**src/bfds_pkg.sv**
```systemverilog
// Shared types, widths and codes for the box-filter downscaler.
// Used by bfds_div, box_filter_image_downscale_unit and the testbench files.
`timescale 1ns / 1ps

package bfds_pkg;

    localparam int MAX_WIDTH  = 256;
    localparam int MAX_HEIGHT = 256;

    localparam int CFG_W   = 9;
    localparam int CFG_N   = 3;
    localparam int CFG_A_W = 2;
    localparam int COORD_W = 8;
    localparam int CH_N    = 4;
    localparam int CH_W    = 8;
    localparam int PIX_W   = CH_N * CH_W;
    localparam int CMD_W   = 2;

    localparam int PROD_W = 2 * CFG_W;
    localparam int CNT_W  = 2 * CFG_W;
    localparam int SUM_W  = CNT_W + CH_W;
    localparam int DIV_NW = SUM_W;
    localparam int DIV_DW = CNT_W;

    localparam logic [CFG_A_W-1:0] CFG_SRC_WIDTH   = 2'd0;
    localparam logic [CFG_A_W-1:0] CFG_SRC_HEIGHT  = 2'd1;
    localparam logic [CFG_A_W-1:0] CFG_TARGET_SIZE = 2'd2;

    localparam logic [CFG_W-1:0] CFG_RESET_VALUE = 9'd64;

    localparam logic ST_OK    = 1'b0;
    localparam logic ST_RANGE = 1'b1;

    typedef enum logic [CMD_W-1:0] {
        CMD_LOAD   = 2'd0,
        CMD_QUERY  = 2'd1,
        CMD_REWIND = 2'd2
    } t_cmd;

    typedef struct packed {
        logic              start;
        logic [DIV_NW-1:0] num;
        logic [DIV_DW-1:0] den;
    } t_div_req;

    typedef struct packed {
        logic              busy;
        logic              done;
        logic [DIV_NW-1:0] quo;
    } t_div_rsp;

endpackage

```
**src/bfds_div.sv**
```systemverilog
// Shared restoring divider, one quotient bit per cycle.
// Depends on bfds_pkg for the request and response types.
`timescale 1ns / 1ps

module bfds_div (
    input  logic                i_clk,
    input  logic                i_rst_n,
    input  bfds_pkg::t_div_req  i_req,
    output bfds_pkg::t_div_rsp  o_rsp
);

    localparam int NW = bfds_pkg::DIV_NW;
    localparam int DW = bfds_pkg::DIV_DW;
    localparam int CW = $clog2(NW);

    logic          r_busy;
    logic          r_done;
    logic [CW-1:0] r_cnt;
    logic [NW-1:0] r_quo;
    logic [DW-1:0] r_rem;
    logic [DW-1:0] r_den;

    logic [DW:0]   c_trial;
    logic [DW:0]   c_diff;
    logic          c_ge;

    always_comb begin
        c_trial = {r_rem, r_quo[NW-1]};
        c_diff  = c_trial - {1'b0, r_den};
        c_ge    = (c_trial >= {1'b0, r_den});
    end

    always_ff @(posedge i_clk) begin
        if (!i_rst_n) begin
            r_busy <= 1'b0;
            r_done <= 1'b0;
            r_cnt  <= '0;
        end else begin
            r_done <= 1'b0;
            if (i_req.start) begin
                r_busy <= 1'b1;
                r_cnt  <= CW'(NW - 1);
            end else if (r_busy) begin
                if (r_cnt == '0) begin
                    r_busy <= 1'b0;
                    r_done <= 1'b1;
                end else begin
                    r_cnt <= r_cnt - 1'b1;
                end
            end
        end
    end

    always_ff @(posedge i_clk) begin
        if (i_req.start) begin
            r_quo <= i_req.num;
            r_rem <= '0;
            r_den <= i_req.den;
        end else if (r_busy) begin
            r_quo <= {r_quo[NW-2:0], c_ge};
            r_rem <= c_ge ? c_diff[DW-1:0] : c_trial[DW-1:0];
        end
    end

    assign o_rsp.busy = r_busy;
    assign o_rsp.done = r_done;
    assign o_rsp.quo  = r_quo;

endmodule

```
**config.mk**
```make
export PLATFORM = sky130hd
export DESIGN_NAME = bfds_div
export DESIGN_NICKNAME = d
export VERILOG_FILES = /design/src/bfds_pkg.sv /design/src/bfds_div.sv
export SDC_FILE = /design/constraint.sdc
export NUM_CORES = 1
export LEC_CHECK = 0
export BUFFER_PORTS_ARGS = -buffer_cell sky130_fd_sc_hd__buf_2
export CAP_MARGIN = 20
export CORE_UTILIZATION = 45
export DETAILED_ROUTE_END_ITERATION = 12
export MAX_ROUTING_LAYER = met4
export PLACE_DENSITY = 0.78
export SLEW_MARGIN = 40
export SYNTH_ARGS = -nofsm -noshare
export SYNTH_HDL_FRONTEND = slang
export SYNTH_SLANG_ARGS = --single-unit
```
**constraint.sdc**
```tcl
create_clock -name i_clk -period 4 [get_ports i_clk]
set_input_delay 0.8 -clock i_clk [delete_from_list [all_inputs] [get_ports i_clk]]
set_output_delay 0.8 -clock i_clk [all_outputs]
set_load 0.02 [all_outputs]
```
==> results by group <==
Cells and area
  – Share of layout cells above drive strength 1: 30.1%
  – Final Cell Area: 4540 sq um
  – Final Util: roughly 55%
  – Final #Nets: 504
  – Area grow syn2layout: 17.3%
  – Antenna Cells: 0

Worst setup path
  – Crit path kind: flip-flop to flip-flop
  – Worst Path Required: 4.26 ns
  – R2r endpoint: r_rem[3]
  – Crit end category: flip-flop
  – Worst flop-to-flop path startpoint: r_den[4]
  – CP Launch Point: r_den[4]
  – Largest fanout on the critical path: 14
  – Reg-to-reg slack, setup: 1.24 ns
  – Worst Reg-to-Reg Cells: 9
  – WP data arrival: between 3 and 4 ns
  – CP startpoint kind: flip-flop

Clock network
  – Setup bufs post-CTS: 0
  – CTS Hold Buffers Added: 0
  – CTS Buffer Depth: 2
  – PostCTS Resize Cnt: 0
  – Num CTS Buffers: 9
  – CTS tree: yes
  – Root Buffer: clkbuf_8
  – Worst-path clk slew: 0.08 ns
  – CTS HTree Levels: 3
  – Clk_lat worst skew: roughly 0.36 ns
  – Sink Count: 69

GRT
  – Grt ovf: 0
  – First-pass GRT wire length: 13,400 um
  – Initial antenna violation count: 0
  – Pin count of the biggest net entering global routing: 51
  – Gr usage total: 20.1%
  – Vias in the first global route: 2,962

Floorplan
  – DIE AREA: 8970 sq um
  – Die span in x: 94.7 um
  – Starting Density: 46.8%
  – Core area: 8260 sq um
  – Num rows: 33
  – I/O pins: 75
  – Chip height: around 95 um

Status
  – Status: finished, final reports clean

Synthesis
  – Synth Register Bits: 69
  – Mapped Area: 3870 sq um
  – Avg Inst Size Synth: 10.6 sq um
  – Synth Flop Type: edfxtp_1
  – Cells after Synth: 365
  – Synthesized Nets: 432
  – Post-synthesis sequential area ratio: 47.1%
  – Synth unique cells: between 60 and 70
  – Syn. warnings: 0
  – EDFF count, synth: 44
  – Asr flop ratio synth: 0%

Pwr
  – Maximum vdd drop: 0.278 mV
  – P_leak: 0.00191 uW
  – Internal power: roughly 1300 uW
  – Clock Power Share: 35.2%
  – Switching Share: approximately 29%
  – Logic pwr share: 19.2%
  – PwrDens: 412 nW/um^2
  – Reported net switching power: about 540 uW
  – Seq pwr share: 45.5%

STA
  – RSZ-0062 raised after global routing: false
  – Fmax: 0.362 GHz
  – Slew Viols, Final: 0
  – Setup_tns: 0 ns
  – Worst setup margin: 1.24 ns
  – Normalized max-slew margin: 58.9%
  – Final hold slack: between 0.4 and 0.5 ns
  – Final hold violation count: 0
  – Worst slew pin tran: 0.610 ns
  – Clock Skew: about 0.013 ns
  – Min cycle time layout: approximately 2.8 ns
  – Period utilization: 69.1%
  – Finish-stage setup viols: 0

Drt
  – Drt initial violations: 259
  – Vias post-DR: 3,025
  – DRT Wirelength: 8240 um
  – Via/cell ratio: 5.53
  – First-pass DRT Iterations: 5
  – Remaining DRCs: 0
  – Post-route ant nets: 0
  – DR WL/cell: 15.1 um

Min path
  – Hold Crit Endpoint: r_done
  – Min-Delay Path Class: flip-flop to flip-flop
  – Hold path depth: 1
  – Hold Startpoint: r_cnt[4]

Place
  – Gpl congestion: between 0.9 and 1
  – # port buffers: 74
  – Pre-CTS setup slack: approximately 1.3 ns
  – Placed cell area: ~4300 sq um
  – Hpwl dp: 5800 um

Run
  – Total of max-cap violations: 0
## layout make-up
cell class	count	area, sq um
fill	733	3720
multi-input combinational	250	1840
sequential	69	1820
timing repair buffer	79	408
tap	105	131
clock buffer	9	124
inverter	28	105
clock inverter	7	104
## routing by layer
metal  track usage (%)  up-vias  routed length, um
met5                 -        -                  0
met4              6.82        0                106
met3              5.39       11                486
met2              32.5       92               4050
met1              24.2     1429               3600
li1                  -     1493                  -
## power by group through the flow
stage,Combinational (uW),Sequential [uW],Clock (uW)
2_1_floorplan,221,897,0
3_3_place_gp,346,864,0
3_5_place_dp,355,865,0
4_1_cts,358,851,673
5_1_grt,395,857,698
6_report,359,850,658
## critical path, cell delays in order, from the launching register on
cell and delay, ns:
edfxtp_1 0.34, inv_1 0.04, ha_1 0.35, a2111oi_2 0.38
inv_1 0.12, o21ai_2 0.28, a31o_1 0.56, buf_4 0.25
nand2_1 0.06, a311oi_1 0.27
## state kept, by name, indices dropped and copies added (netlist names)
register and cells:
r_busy 1, r_cnt 5, r_den 18, r_done 1, r_quo 26, r_rem 18
## placed cells by master, fill, tap and decap left out, types with 3 or more instances in the layout
cell type / count
a31oi_1: 4
o21a_1: 7
mux2i_1: 5
inv_1: 27
nand2_1: 29
nand3b_1: 3
a311oi_1: 6
nand2b_1: 7
nor3_1: 3
nor2_1: 28
inv_6: 4
o21ai_0: 14
a211oi_1: 6
mux2_2: 25
ha_1: 19
a21oi_1: 16
o31ai_1: 3
a21o_1: 4
clkbuf_8: 9
edfxtp_1: 44
nand4_1: 3
buf_2: 74
dfxtp_1: 25
xnor2_1: 5
a211o_1: 3
nand3_1: 6
buf_4: 5
xor2_1: 7
o211ai_1: 4
a22oi_1: 4
## worst max-delay path by stage
stage / end / slack [ns] / cells after the start
2_1_floorplan: r_rem[16] / 1.41 / 10
3_3_place_gp: r_rem[16] / 1.37 / 10
3_5_place_dp: r_rem[16] / 1.30 / 10
4_1_cts: r_rem[16] / 1.27 / 10
5_1_grt: r_rem[16] / 0.96 / 10
6_report: r_rem[3] / 1.24 / 9
## cell usage after synthesis, types with 4 or more instances
library cell	number	area [sq um]
mux2_2	25	282
ha_1	19	238
dfxtp_1	25	500
nand3_1	6	30.0
nor2_1	28	105
buf_4	5	37.5
nand2b_1	7	43.8
o211ai_1	4	30.0
a21o_1	4	30.0
xor2_1	7	61.3
nand2_1	29	109
inv_1	28	105
a311oi_1	6	52.6
clkbuf_1	8	30.0
edfxtp_1	44	1320
a211oi_1	6	45.0
a21oi_1	16	80.1
a22oi_1	4	30.0
mux2i_1	5	50.1
a31oi_1	4	25.0
o21a_1	7	52.6
o21ai_0	14	70.1
xnor2_1	5	43.8
## cell families (layout without fill, tap and decap cells)
family / after synthesis / count (layout) / synth area share (%)
xor gates and xnor gates: 12 / 12 / 2.72
buffers and inverters: 46 / 123 / 5.24
DFF: 69 / 69 / 47.1
AOI/OAI and AO/OA: 90 / 90 / 16.8
adders and majority gates: 20 / 20 / 6.67
and+or+nand+nor: 97 / 97 / 12.5
muxes: 31 / 31 / 8.96
## per-stage QoR
step	std cells	power (uW)
2_1_floorplan	365	1120
3_3_place_gp	531	1210
3_5_place_dp	531	1220
4_1_cts	547	1880
5_1_grt	547	1950
6_report	547	1870
No activity file was read; power rests on OpenSTA's default activity.
